**src/rtl/aunal_pkg.sv**
```systemverilog
// ----------------------------------------------------------------------------
// aunal_pkg
// Shared types and constants for the access unit NAL scanner.
// ----------------------------------------------------------------------------
`default_nettype none

package aunal_pkg;

    localparam int DEF_POSITION_BITS = 24;
    localparam int OUT_LEN_BITS      = 24;
    localparam int NAL_TYPE_BITS     = 6;
    localparam int LEN_FIELD_BITS    = 32;
    localparam int LEN_PREFIX_BYTES  = 4;

    // hevc nal unit type classes
    localparam logic [NAL_TYPE_BITS-1:0] TYPE_VCL_MAX   = 6'd31;
    localparam logic [NAL_TYPE_BITS-1:0] TYPE_KEY_MIN   = 6'd16;
    localparam logic [NAL_TYPE_BITS-1:0] TYPE_KEY_MAX   = 6'd21;
    localparam logic [NAL_TYPE_BITS-1:0] TYPE_PARAM_MIN = 6'd32;
    localparam logic [NAL_TYPE_BITS-1:0] TYPE_PARAM_MAX = 6'd34;

    typedef struct packed {
        logic [7:0] data_byte;
        logic       last_byte;
    } t_in_item;

    typedef struct packed {
        logic                    has_vcl;
        logic                    has_key;
        logic                    has_param_set;
        logic [OUT_LEN_BITS-1:0] param_set_prefix_len;
    } t_out_item;

endpackage

`default_nettype wire

```
**src/rtl/aunal_scan.sv**
```systemverilog
// ----------------------------------------------------------------------------
// aunal_scan
// Per-byte framing detection, nal unit tracking and type classification.
// Emits one summary item on the last byte of an access unit.
// ----------------------------------------------------------------------------
`default_nettype none

module aunal_scan
    import aunal_pkg::*;
#(
    parameter int POSITION_BITS = DEF_POSITION_BITS
) (
    input  wire logic      i_clk,
    input  wire logic      i_rst_n,
    input  wire logic      i_xfer,
    input  wire t_in_item  i_item,
    output logic           o_res_valid,
    output t_out_item      o_res
);

    typedef enum logic [1:0] {
        MODE_UNDECIDED,
        MODE_START_CODE,
        MODE_LENGTH
    } t_mode;

    localparam logic [POSITION_BITS-1:0] POS_MAX   = '1;
    localparam logic [POSITION_BITS-1:0] POS_ONE   = POSITION_BITS'(1);
    localparam logic [POSITION_BITS-1:0] POS_TWO   = POSITION_BITS'(2);
    localparam logic [POSITION_BITS-1:0] POS_THREE = POSITION_BITS'(3);
    localparam logic [LEN_FIELD_BITS-1:0] LEN_ONE  = LEN_FIELD_BITS'(1);
    localparam logic [2:0] IDX_THREE = 3'd3;
    localparam logic [2:0] IDX_FULL  = 3'(LEN_PREFIX_BYTES);

    logic [POSITION_BITS-1:0]  r_pos, n_pos;
    t_mode                     r_mode, n_mode;
    logic [1:0]                r_zrun, n_zrun;
    logic                      r_expect, n_expect;
    logic [LEN_FIELD_BITS-1:0] r_lshift, n_lshift;
    logic [2:0]                r_lidx, n_lidx;
    logic [LEN_FIELD_BITS-1:0] r_remain, n_remain;
    logic [NAL_TYPE_BITS-1:0]  r_ptype, n_ptype;
    logic                      r_stop, n_stop;
    logic                      r_vcl, n_vcl;
    logic                      r_key, n_key;
    logic                      r_param, n_param;
    logic                      r_popen, n_popen;
    logic [POSITION_BITS-1:0]  r_pend, n_pend;
    logic                      r_await, n_await;

    logic [7:0]                b;
    logic [NAL_TYPE_BITS-1:0]  hdr_type;
    logic [POSITION_BITS-1:0]  pos_inc;
    logic [POSITION_BITS-1:0]  sc_end;
    logic [LEN_FIELD_BITS-1:0] shifted;
    logic [LEN_FIELD_BITS-1:0] remain_dec;
    logic [2:0]                idx_inc;
    logic                      cls_en;
    logic [NAL_TYPE_BITS-1:0]  cls_type;
    logic                      cls_ps;
    logic [POSITION_BITS+OUT_LEN_BITS-1:0] pend_wide;

    assign b          = i_item.data_byte;
    assign hdr_type   = b[6:1];
    assign pos_inc    = (r_pos == POS_MAX) ? POS_MAX : r_pos + POS_ONE;
    assign sc_end     = r_pos - ((r_zrun == 2'd3) ? POS_THREE : POS_TWO);
    assign shifted    = {r_lshift[LEN_FIELD_BITS-9:0], b};
    assign remain_dec = r_remain - LEN_ONE;
    assign idx_inc    = r_lidx + 3'd1;
    // a length-framed unit is classified from its held header type
    assign cls_type   = (r_mode == MODE_LENGTH && !r_expect) ? r_ptype : hdr_type;
    assign cls_ps     = (cls_type >= TYPE_PARAM_MIN) && (cls_type <= TYPE_PARAM_MAX);

    always_comb begin
        n_pos    = r_pos;
        n_mode   = r_mode;
        n_zrun   = r_zrun;
        n_expect = r_expect;
        n_lshift = r_lshift;
        n_lidx   = r_lidx;
        n_remain = r_remain;
        n_ptype  = r_ptype;
        n_stop   = r_stop;
        n_vcl    = r_vcl;
        n_key    = r_key;
        n_param  = r_param;
        n_popen  = r_popen;
        n_pend   = r_pend;
        n_await  = r_await;
        cls_en   = 1'b0;

        unique case (r_mode)
            MODE_START_CODE: begin
                if (r_expect) begin
                    cls_en   = 1'b1;
                    n_await  = cls_ps && r_popen;
                    n_expect = 1'b0;
                    n_zrun   = 2'd0;
                end else if (b == 8'd1 && r_zrun >= 2'd2) begin
                    if (r_await && r_popen) begin
                        n_pend = sc_end;
                    end
                    n_await  = 1'b0;
                    n_expect = 1'b1;
                    n_zrun   = 2'd0;
                end else if (b == 8'd0) begin
                    if (r_zrun != 2'd3) begin
                        n_zrun = r_zrun + 2'd1;
                    end
                end else begin
                    n_zrun = 2'd0;
                end
            end
            MODE_LENGTH: begin
                if (!r_stop) begin
                    if (r_expect) begin
                        n_ptype  = hdr_type;
                        n_expect = 1'b0;
                        n_remain = remain_dec;
                        cls_en   = (remain_dec == '0);
                    end else if (r_remain != '0) begin
                        n_remain = remain_dec;
                        cls_en   = (remain_dec == '0);
                    end else begin
                        n_lshift = shifted;
                        n_lidx   = idx_inc;
                        if (idx_inc >= IDX_FULL) begin
                            n_lidx = 3'd0;
                            if (shifted == '0) begin
                                n_stop = 1'b1;
                            end else begin
                                n_remain = shifted;
                                n_expect = 1'b1;
                            end
                            n_lshift = '0;
                        end
                    end
                    // unit complete: record it, extend the parameter-set run
                    if (cls_en && cls_ps && r_popen) begin
                        n_pend = pos_inc;
                    end
                end
            end
            default: begin
                n_lshift = shifted;
                n_lidx   = idx_inc;
                if (idx_inc == IDX_THREE && shifted == LEN_ONE) begin
                    n_mode   = MODE_START_CODE;
                    n_expect = 1'b1;
                end else if (idx_inc >= IDX_FULL) begin
                    n_lidx = 3'd0;
                    if (shifted == LEN_ONE) begin
                        n_mode   = MODE_START_CODE;
                        n_expect = 1'b1;
                    end else begin
                        n_mode = MODE_LENGTH;
                        if (shifted == '0) begin
                            n_stop = 1'b1;
                        end else begin
                            n_remain = shifted;
                            n_expect = 1'b1;
                        end
                    end
                    n_lshift = '0;
                end
                if (n_mode == MODE_START_CODE) begin
                    n_lshift = '0;
                    n_lidx   = 3'd0;
                end
            end
        endcase

        if (cls_en) begin
            if (cls_type <= TYPE_VCL_MAX) begin
                n_vcl = 1'b1;
            end
            if (cls_type >= TYPE_KEY_MIN && cls_type <= TYPE_KEY_MAX) begin
                n_key = 1'b1;
            end
            if (cls_ps) begin
                n_param = 1'b1;
            end else begin
                n_popen = 1'b0;
            end
        end

        n_pos = pos_inc;

        // open start-code unit runs to the final byte
        if (i_item.last_byte && n_mode == MODE_START_CODE && n_await && n_popen) begin
            n_pend = pos_inc;
        end
    end

    assign pend_wide = {{OUT_LEN_BITS{1'b0}}, n_pend};

    always_comb begin
        o_res_valid                = i_xfer && i_item.last_byte;
        o_res.has_vcl              = n_vcl;
        o_res.has_key              = n_key;
        o_res.has_param_set        = n_param;
        o_res.param_set_prefix_len = pend_wide[OUT_LEN_BITS-1:0];
    end

    always_ff @(posedge i_clk) begin
        if (!i_rst_n || (i_xfer && i_item.last_byte)) begin
            r_pos    <= '0;
            r_mode   <= MODE_UNDECIDED;
            r_zrun   <= 2'd0;
            r_expect <= 1'b0;
            r_lshift <= '0;
            r_lidx   <= 3'd0;
            r_remain <= '0;
            r_ptype  <= '0;
            r_stop   <= 1'b0;
            r_vcl    <= 1'b0;
            r_key    <= 1'b0;
            r_param  <= 1'b0;
            r_popen  <= 1'b1;
            r_pend   <= '0;
            r_await  <= 1'b0;
        end else if (i_xfer) begin
            r_pos    <= n_pos;
            r_mode   <= n_mode;
            r_zrun   <= n_zrun;
            r_expect <= n_expect;
            r_lshift <= n_lshift;
            r_lidx   <= n_lidx;
            r_remain <= n_remain;
            r_ptype  <= n_ptype;
            r_stop   <= n_stop;
            r_vcl    <= n_vcl;
            r_key    <= n_key;
            r_param  <= n_param;
            r_popen  <= n_popen;
            r_pend   <= n_pend;
            r_await  <= n_await;
        end
    end

endmodule

`default_nettype wire

```
**src/rtl/aunal_outq.sv**
```systemverilog
// ----------------------------------------------------------------------------
// aunal_outq
// Result register with one skid entry; input stalls only when the skid is full.
// ----------------------------------------------------------------------------
`default_nettype none

module aunal_outq
    import aunal_pkg::*;
(
    input  wire logic       i_clk,
    input  wire logic       i_rst_n,
    input  wire logic       i_push,
    input  wire t_out_item  i_res,
    output logic            o_full,
    output logic            o_out_valid,
    input  wire logic       i_out_stall,
    output t_out_item       o_out_data
);

    logic      r_out_valid;
    logic      r_skid_valid;
    t_out_item r_out;
    t_out_item r_skid;
    logic      out_take;

    assign out_take    = r_out_valid && !i_out_stall;
    assign o_full      = r_skid_valid;
    assign o_out_valid = r_out_valid;
    assign o_out_data  = r_out;

    always_ff @(posedge i_clk) begin
        if (!i_rst_n) begin
            r_out_valid  <= 1'b0;
            r_skid_valid <= 1'b0;
        end else if (r_skid_valid) begin
            if (out_take) begin
                r_out        <= r_skid;
                r_skid_valid <= 1'b0;
            end
        end else if (i_push) begin
            if (!r_out_valid || out_take) begin
                r_out       <= i_res;
                r_out_valid <= 1'b1;
            end else begin
                r_skid       <= i_res;
                r_skid_valid <= 1'b1;
            end
        end else if (out_take) begin
            r_out_valid <= 1'b0;
        end
    end

endmodule

`default_nettype wire

```
**src/rtl/access_unit_nal_scanner_top.sv**
```systemverilog
// ----------------------------------------------------------------------------
// access_unit_nal_scanner_top
// Scans the bytes of an access unit for hevc nal unit types and reports the
// seen type classes and the end of the leading parameter-set run.
//
//   channel   direction   handshake               payload
//   in        input       i_in_valid/o_in_stall   t_in_item  (one byte)
//   out       output      o_out_valid/i_out_stall t_out_item (one per access unit)
//
// one byte per clock unless stalled; the summary is registered into the result
// register (or the skid entry if busy) on the transfer of the byte marked last.
// the per-byte state update is one level of compares, a 32-bit length and a position counter.
// reset (synchronous) clears all framing state; the scanner also returns to
// that state after each last byte.
// the input stalls only while both the result register and the skid entry hold
// untaken results.
// ----------------------------------------------------------------------------
`default_nettype none

module access_unit_nal_scanner_top
    import aunal_pkg::*;
#(
    parameter int POSITION_BITS = DEF_POSITION_BITS
) (
    input  wire logic       i_clk,
    input  wire logic       i_rst_n,
    input  wire logic       i_in_valid,
    output logic            o_in_stall,
    input  wire t_in_item   i_in_data,
    output logic            o_out_valid,
    input  wire logic       i_out_stall,
    output t_out_item       o_out_data
);

    logic      in_xfer;
    logic      res_valid;
    t_out_item res;
    logic      q_full;

    assign o_in_stall = q_full;
    assign in_xfer    = i_in_valid && !q_full;

    aunal_scan #(
        .POSITION_BITS (POSITION_BITS)
    ) u_scan (
        .i_clk       (i_clk),
        .i_rst_n     (i_rst_n),
        .i_xfer      (in_xfer),
        .i_item      (i_in_data),
        .o_res_valid (res_valid),
        .o_res       (res)
    );

    aunal_outq u_outq (
        .i_clk       (i_clk),
        .i_rst_n     (i_rst_n),
        .i_push      (res_valid),
        .i_res       (res),
        .o_full      (q_full),
        .o_out_valid (o_out_valid),
        .i_out_stall (i_out_stall),
        .o_out_data  (o_out_data)
    );

endmodule

`default_nettype wire
```
**config.mk**
```make
export PLATFORM = sky130hd
export DESIGN_NAME = access_unit_nal_scanner_top
export DESIGN_NICKNAME = d
export VERILOG_FILES = /design/src/rtl/aunal_pkg.sv /design/src/rtl/aunal_scan.sv /design/src/rtl/aunal_outq.sv /design/src/rtl/access_unit_nal_scanner_top.sv
export SDC_FILE = /design/constraint.sdc
export NUM_CORES = 1
export LEC_CHECK = 0
export ABC_CLOCK_PERIOD_IN_PS = 5400
export CAP_MARGIN = 15
export CORE_MARGIN = 3
export CORE_UTILIZATION = 35
export CTS_CLUSTER_SIZE = 25
export DETAILED_ROUTE_END_ITERATION = 6
export DONT_BUFFER_PORTS = 1
export GPL_ROUTABILITY_DRIVEN = 0
export PLACE_DENSITY = 0.46
export SLEW_MARGIN = 40
export SYNTH_ARGS = -nofsm -noshare
export SYNTH_HDL_FRONTEND = slang
export SYNTH_HIERARCHICAL = 1
export SYNTH_SLANG_ARGS = --single-unit
export TNS_END_PERCENT = 50
```
**constraint.sdc**
```tcl
create_clock -name i_clk -period 5.4 [get_ports i_clk]
set_clock_uncertainty 0.05 [all_clocks]
set_input_delay 0.54 -clock i_clk [delete_from_list [all_inputs] [get_ports i_clk]]
set_output_delay 0.54 -clock i_clk [all_outputs]
set_load 0.05 [all_outputs]
```
## Word level (Yosys, flattened, before mapping)

Index checks and enable logic that the tools add are counted.
W data, S select, Z words.

| word-level totals | value |
|---|---|
| register bits | 180 |
| input bits | 13 |
| output and inout port bits | 29 |
| word-level logic and storage cells | 196 |

| operators by class | value |
|---|---|
| add/subtract/negate cells | 5 |
| order comparisons | 7 |
| equal/unequal tests | 19 |
| muxes and demuxes | 93 |
| bitwise logic cells | 4 |
| reduce and logical (&&, ||, !) cells | 43 |

Operators with widths:

| kind | count |
|---|---|
| $mux W24 | 13 |
| $mux W32 | 8 |
| $mux W27 | 4 |
| $pmux W24 S2 | 2 |
| $logic_not A32 Y1 | 2 |
| $pmux W32 S2 | 1 |
| $mux W1 | 45 |
| $eq A32 B1 Y1 const B | 1 |
| $reduce_bool A32 Y1 | 1 |
| $sub A32 B1 Y32 const B | 1 |
| $add A24 B1 Y24 const B | 1 |
| $eq A24 B24 Y1 const B | 1 |
| $sub A24 B24 Y24 | 1 |
| $mux W2 | 9 |
| $mux W3 | 6 |
| $reduce_and A4 Y1 | 4 |
| $logic_and A1 B1 Y1 | 15 |
| $le A6 B5 Y1 const B | 2 |
| $ne A2 B2 Y1 const B | 5 |
| $reduce_bool A2 Y1 | 5 |
| $eq A8 B1 Y1 const B | 1 |
| $logic_not A8 Y1 | 1 |
| $reduce_and A7 Y1 | 1 |
| $eq A2 B1 Y1 const B | 3 |
| 24 further kinds | 38 |

## Logic depth before layout (Yosys ltp)

Gate-level depths: netlist (run 1).

| logic depth | value |
|---|---|
| depth after elaboration | 15 |
| gate-level depth with buffers | 15 |
| mapped depth without buffers | 14 |

## Hierarchy

Netlist (run 1), hierarchy kept.

By module, submodules not included:

| module | times used | cells each | area each (sq um) | sequential area each (sq um) |
|---|---|---|---|---|
| aunal_scan | 1 | 1049 | 7953.9 | 2482.4 |
| aunal_outq | 1 | 97 | 2052.0 | 1661.6 |
| access_unit_nal_scanner_top | 1 | 1 | 13.8 | 0.0 |

## Worst setup path after synthesis (run 1)

Ideal clock, no wire load.

| timing path | value |
|---|---|
| kind | flip-flop to flip-flop |
| from | register u_scan.r_remain[6] |
| to | register u_outq.r_out (netlist bit u_outq/o_out_data[23]) (data pin) |
| setup time | 0.260 ns |
| arrival time | 3.808 ns |
| data required time | 5.090 ns |
| setup slack | 1.282 ns |
| stages on the path, launching flop included | 15 |
| buffers on the path | 4 |
| clock period less this slack | 4.118 ns |
| cell sequence | dfxtp_1 > buf_6 > or4_4 > buf_6 > or4_4 > buf_6 > nor3_1 > xor2_1 > or4_4 > o41a_1 > a21oi_4 > buf_6 > o22ai_1 > a21o_1 > mux2_2 |

RTL lines:

| element | RTL line | source |
|---|---|---|
| start, declared | aunal_scan.sv:41 | `logic [LEN_FIELD_BITS-1:0] r_remain, n_remain;` |
| start signal, assigned | aunal_scan.sv:229 | `r_remain <= n_remain;` |
| end signal, assigned | aunal_outq.sv:37 | `r_out <= r_skid;` |
| end signal, assigned | aunal_outq.sv:42 | `r_out <= i_res;` |
| end, declared | aunal_outq.sv:22 | `t_out_item r_out;` |

==> flow_summary_export.csv, run 1 <==
group,metric,value,unit
worst_setup_path,cpPeakStageDelay,0.61,ns
worst_setup_path,cp_data_required_time,5.53,ns
clocking,cts_max_level,4,
timing,tightest_slew,0.822,ns
worst_setup_path,critPathTopFamily,"compound AO/OA/AOI/OAI gates",
logic_synthesis,synth.avg_cell_area,8.74,um^2
run,drv_cap,0,
route,routed_wl,30500,um
logic_synthesis,synth_async_sr_flop_share,0,%
finish,areaGrowthSynthToFinish,8.64,%
clocking,postCtsSetupBuffers,0,
logic_synthesis,netlist_instances,1147,
global_route,grt_max_degree,54,
timing,max_freq,210,MHz
timing,finalHoldViolCount,0,
global_route,grt_pass1_vias,8134,
placement,port_buffers,0,
min_path,hp-start,"i_in_data[4]",
route,wl_per_cell,20.5,um
floorplanning,io_pins,42,
timing,setup_viol,0,
floorplanning,die_w,175,um
power,ir_worst_vdd,0.000165,V
power,swShare,27.9,%
timing,finalCriticalPeriod,4.76,ns
min_path,hp-class,"in2reg",
power,seq_power_share,49.9,%
power,intPower,0.00208,W
worst_setup_path,cp_slowest_cell,"or4_1",
worst_setup_path,start_kind,"register",
timing,tns,0,ns
finish,fill_cells,2883,
route,vias,8572,
clocking,cts.clk_slew.worst_paths,0.09,ns
worst_setup_path,path_class,"reg2reg",
timing,rsz0062_at_grt,"no",
power,clockPowerShare,43.7,%
worst_setup_path,worst-path-stages,10,
logic_synthesis,synthFlopType,"dfxtp_1",
logic_synthesis,ys_types,73,
clocking,cts.repair.resized,0,
worst_setup_path,critPathBufInv,0,
worst_setup_path,r2r_slack,0.64,ns
floorplanning,num_rows,61,
clocking,cts_buffer_depth,2,
route,drt_iter0_drc,821,
worst_setup_path,crit_arrival,4.89,ns
timing,max-slew-margin-rel,44.5,%
min_path,hold_depth,2,
finish,fin_nets,1124,
logic_synthesis,syn_area,10000,um^2
power,combPwrFrac,6.4,%
outcome,outcome,"finished, final reports clean",
floorplanning,die_area,30700,um^2
clocking,ctsHoldBuffers,0,
timing,maxSlewViolCount,0,
power,switchingPower,0.000808,W
floorplanning,core,28000,um^2
clocking,cts_buffers,17,
power,p_leak,4.11,nW
worst_setup_path,r2r-start,"u_scan/r_remain[2]$_SDFFE_PP0P_",
logic_synthesis,synth-edff-count,54,
finish,mostFrequentLayoutCell,"nor2_1",
clocking,cts_tree,"built",
floorplanning,die_h,175,um
logic_synthesis,synth-seq-cells,180,
min_path,min_to,"u_scan/r_ptype[2]$_SDFFE_PP0P_",
worst_setup_path,r2r-end,"u_outq/o_out_data[1]$_DFFE_PP_",
power,total_power,0.00289,W
power,power_density,266,nW/um^2
clocking,cts.sinks,180,
global_route,antenna_found_initial,0,
floorplanning,initial_core_util,35.8,%
worst_setup_path,crit_top_cell,"or4_1",
worst_setup_path,path_cells,"or4_1 -> or4_1 -> a2111oi_0 -> o2111ai_1 -> or4_4 -> o41a_1 -> a21oi_4 -> o22ai_1 -> a21o_1 -> mux2_2",
finish,drive_gt1_share,10.9,%
route,ant_nets,0,
finish,diodes,0,
timing,finalCritPeriodShare,88.1,%
clocking,clock_latency,0.44,ns
finish,layout_common_cells,"151 x nor2_1, 125 x dfxtp_1, 103 x nand2_1",
worst_setup_path,end_kind,"register",
worst_setup_path,r2r_cells,10,
route,drtPass1Iterations,5,
logic_synthesis,ys_seq_area_share,41.4,%
global_route,grt_usage,20.0,%
global_route,overflow,0,
global_route,grt_pass1_wl,48300,um
logic_synthesis,yosysWarnings,6,
route,via_per_inst,5.75,
clocking,cts_root_buffer,"clkbuf_16",
route,drc,0,
logic_synthesis,synthesis.nets,1172,
placement,post-dp-hpwl,21100,um
worst_setup_path,crit_fanout,19,
[cells by family after synthesis]
family	share of synthesized area [%]
AO/OA/AOI/OAI	21.6
AND/OR/NAND/NOR	21.3
multiplexers	4.67
XOR/XNOR	4.28
buffers and inverters	5.32
flip-flops	41.4
adder cells (fa/ha/maj)	1.50
[routing by layer]
layer | share of wire (%) | GRT usage (%)
met5 | 0 | 0
met4 | 1.1 | 4.12
met3 | 6.1 | 3.78
met2 | 44 | 29.9
met1 | 49 | 29.8
[registers in the layout, summed over array words and instances, names as in the netlist, 2 cells and up]
name	flops
u_scan/r_pos	24
u_scan/r_remain	32
u_outq/o_out_data	27
u_scan/r_zrun	2
u_scan/r_lidx	3
u_scan/r_mode	2
u_scan/r_lshift	24
u_outq/r_skid	27
u_scan/r_ptype	6
u_scan/r_pend	24
[metrics by stage]
stage          setup WS [ns]  area (um^2)  cells  util (%)  hold slack [ns]
2_1_floorplan           1.28        10000   1147         -            0.382
3_3_place_gp           0.764        10300   1458      36.7            0.391
3_5_place_dp           0.683        10300   1458      36.7            0.401
4_1_cts                0.659        10900   1490      38.9            0.175
5_1_grt                0.244        10900   1490      38.9            0.180
6_report               0.642        10900   1490      38.9            0.194
[power groups by stage]
| stage | Clock (W) | Combinational, W | Sequential [W] |
|---|---|---|---|
| after global routing | 0.00136 | 0.000205 | 0.00145 |
| final | 0.00126 | 0.000185 | 0.00144 |
| after detailed placement | 0 | 0.000185 | 0.00147 |
| after CTS | 0.00131 | 0.000186 | 0.00144 |
| after floorplan | 0 | 0.000137 | 0.00146 |
| after global placement | 0 | 0.000187 | 0.00147 |
[final cells by class]
class / instances / area [um^2] / area share, %
clock inverter: 15 / 166 / 1.53
sequential: 180 / 4150 / 38.1
inverter: 19 / 71.3 / 0.655
timing repair buffer: 29 / 218 / 2.00
multi-input combinational: 852 / 5390 / 49.5
tap: 378 / 473 / 4.34
clock buffer: 17 / 425 / 3.91
[worst max path at each step]
stage / from / endpoint / slack, ns
2_1_floorplan: u_scan/r_remain[6]$_SDFFE_PP0P_ / u_outq/o_out_data[23]$_DFFE_PP_ / 1.28
3_3_place_gp: u_scan/r_remain[4]$_SDFFE_PP0P_ / u_outq/o_out_data[1]$_DFFE_PP_ / 0.76
3_5_place_dp: u_scan/r_remain[0]$_SDFFE_PP0P_ / u_outq/o_out_data[1]$_DFFE_PP_ / 0.68
4_1_cts: u_scan/r_remain[2]$_SDFFE_PP0P_ / u_outq/o_out_data[1]$_DFFE_PP_ / 0.66
5_1_grt: u_scan/r_remain[0]$_SDFFE_PP0P_ / u_outq/o_out_data[1]$_DFFE_PP_ / 0.24
6_report: u_scan/r_remain[2]$_SDFFE_PP0P_ / u_outq/o_out_data[1]$_DFFE_PP_ / 0.64
[synth_stat cells (13+ instances only)]
cell type  instances  area, um^2
a222oi_1          13         130
mux2i_1           13         130
o21a_1            14         105
inv_1             19        71.3
a211oi_1          22         165
mux2_2            30         338
nand2_1          104         390
a21oi_1           55         275
o22ai_1           14        87.6
a22oi_1           26         195
or3_1             13        81.3
clkbuf_1          71         267
a21o_1            19         143
edfxtp_1          54        1620
o21ai_0           67         335
xnor2_1           31         272
nor3_1            32         160
xor2_1            18         158
nor2_1           151         567
nor4_1            21         131
dfxtp_1          126        2520
nand3_1           23         115
buf_4             13        97.6
Note: power is estimated with default switching activity, not from simulation.
==> inputs of run 2 (changes only) <==
- CORE_UTILIZATION: 35 -> 60
- PLACE_DENSITY: 0.46 -> 0.73
==> flow_summary_export.csv, run 2 (synthesis gave the netlist of run 1 again) <==
group,metric,value,unit
clocking,cts.repair.resized,0,
worst_setup_path,critPathTopFamily,"compound AO/OA/AOI/OAI gates",
finish,fill_cells,1331,
power,switchingPower,0.000758,W
worst_setup_path,crit_fanout,19,
route,wl_per_cell,20.0,um
finish,mostFrequentLayoutCell,"nor2_1",
route,via_per_inst,6.61,
clocking,postCtsSetupBuffers,0,
floorplanning,die_w,135,um
timing,finalHoldViolCount,0,
timing,tightest_slew,0.786,ns
placement,post-dp-hpwl,18200,um
timing,max_freq,210,MHz
route,drc,0,
finish,final_util,66.0,%
global_route,busiest_layer,"met1",
worst_setup_path,start_kind,"register",
timing,rsz0062_at_grt,"no",
global_route,grt_pass1_wl,42200,um
floorplanning,die_h,135,um
finish,multi_input_area,5380,um^2
timing,finalCriticalPeriod,4.77,ns
clocking,cts_max_level,4,
power,swShare,26.3,%
global_route,use_met3,5.76,%
power,total_power,0.00288,W
power,intPower,0.00213,W
timing,setup_viol,0,
power,clockPowerShare,43.7,%
worst_setup_path,path_class,"reg2reg",
power,ir_worst_vdd,0.000233,V
finish,fin_nets,1117,
global_route,grt_pass1_vias,7748,
clocking,cts.sinks,180,
finish,regMostFlops,"u_scan/r_remain",
route,vias,8729,
worst_setup_path,cpPeakStageDelay,0.64,ns
power,seq_power_share,50.0,%
worst_setup_path,crit_arrival,4.92,ns
route,ant_nets,0,
clocking,clock_latency,0.44,ns
finish,largest_reg_flops,32,
clocking,cts_tree,"built",
clocking,cts.clk_slew.worst_paths,0.07,ns
timing,max-slew-margin-rel,47.5,%
route,routed_wl,26400,um
route,drt_iter0_drc,1097,
finish,final_cell_count_no_fill,1321,
finish,diodes,0,
finish,drive_gt1_share,10.5,%
global_route,overflow,0,
placement,port_buffers,0,
clocking,ctsHoldBuffers,0,
floorplanning,initial_core_util,62.2,%
worst_setup_path,path_cells,"or4_1 -> or4_1 -> a2111oi_0 -> o2111ai_1 -> or4_4 -> o41a_1 -> a21oi_4 -> o22ai_1 -> a21o_1 -> mux2_2",
run,drv_cap,0,
global_route,grt_max_degree,92,
clocking,cts_root_buffer,"clkbuf_16",
floorplanning,io_pins,42,
outcome,outcome,"finished, final reports clean",
worst_setup_path,critPathBufInv,0,
finish,areaGrowthSynthToFinish,6.12,%
min_path,hp-class,"in2reg",
worst_setup_path,cp_slowest_cell,"or4_1",
clocking,cts_buffer_depth,2,
floorplanning,core,16100,um^2
timing,maxSlewViolCount,0,
timing,finalCritPeriodShare,88.4,%
route,drtPass1Iterations,6,
finish,regArea,4150,um^2
clocking,cts_buffers,17,
floorplanning,die_area,18300,um^2
floorplanning,num_rows,46,
global_route,grt_usage,29.0,%
finish,layout_common_cells,"150 x nor2_1, 125 x dfxtp_1, 103 x nand2_1",
power,combPwrFrac,6.3,%
placement,place_inst,1289,
global_route,antenna_found_initial,0,
timing,tns,0,ns
power,power_density,271,nW/um^2
power,p_leak,4.08,nW
global_route,use_met1,44.6,%
worst_setup_path,cp_data_required_time,5.54,ns
worst_setup_path,crit_top_cell,"or4_1",
worst_setup_path,end_kind,"register",
global_route,gr-usage-met2,41.4,%
==> run 2: changes by cell type in the layout (fill, tap and decap cells not counted), sizes merged <==
cell,change
buf,-7
bufinv,+1
clkinvlp,+1
clkinv,-5
inv,+3
==> run 2: per-layer routing <==
metal / routed length [um] / part of all wire (%)
met5: 0 / 0
met4: 411 / 1.6
met3: 2550 / 9.7
met2: 11300 / 43
met1: 12100 / 46
==> run 2: path summary, 6_finish.rpt <==
check,from,end,slack [ns],cells past startpoint
max,u_scan/r_remain[2]$_SDFFE_PP0P_,u_outq/o_out_data[18]$_DFFE_PP_,0.63,10
min,i_in_data[6],u_scan/r_lshift[5]$_SDFFE_PP0P_,0.20,2
max reg2reg,u_scan/r_remain[2]$_SDFFE_PP0P_,u_outq/o_out_data[18]$_DFFE_PP_,0.63,10
min reg2reg,u_scan/r_param$_SDFFE_PP0P_,u_scan/r_param$_SDFFE_PP0P_,0.42,1
==> run 2: area by class of cell <==
class                   instances  area share [%]
flip-flops and latches        180            39.0
well taps                     216            2.54
multi-input cells             852            50.6
repair buffers                 22            1.59
inverters                      19           0.671
clock buffers                  17            4.00
clock inverters                15            1.65
==> run 2: metrics by stage <==
stage | setup slack (ns) | area [um^2] | hold slack, ns
after floorplan | 1.28 | 10000 | 0.382
after global placement | 0.839 | 10000 | 0.389
after detailed placement | 0.705 | 10000 | 0.406
after CTS | 0.683 | 10600 | 0.189
after global routing | 0.380 | 10600 | 0.196
final | 0.628 | 10600 | 0.198
==> run 2: power by group through the flow <==
stage | registers, W | logic (W) | clock network (W)
finish | 0.00144 | 0.000181 | 0.00126
global route | 0.00144 | 0.000197 | 0.00133
CTS | 0.00144 | 0.000178 | 0.00128
detailed placement | 0.00147 | 0.000178 | 0
global placement | 0.00147 | 0.000176 | 0
floorplan | 0.00146 | 0.000137 | 0
==> run 2: worst register-to-register path, delay by kind of cell (launching register included) <==
family	cells	cell delay, ns
AOI/OAI and AO/OA	6	2.20
and+or+nand+nor	3	1.62
DFF	1	0.39
muxes	1	0.27
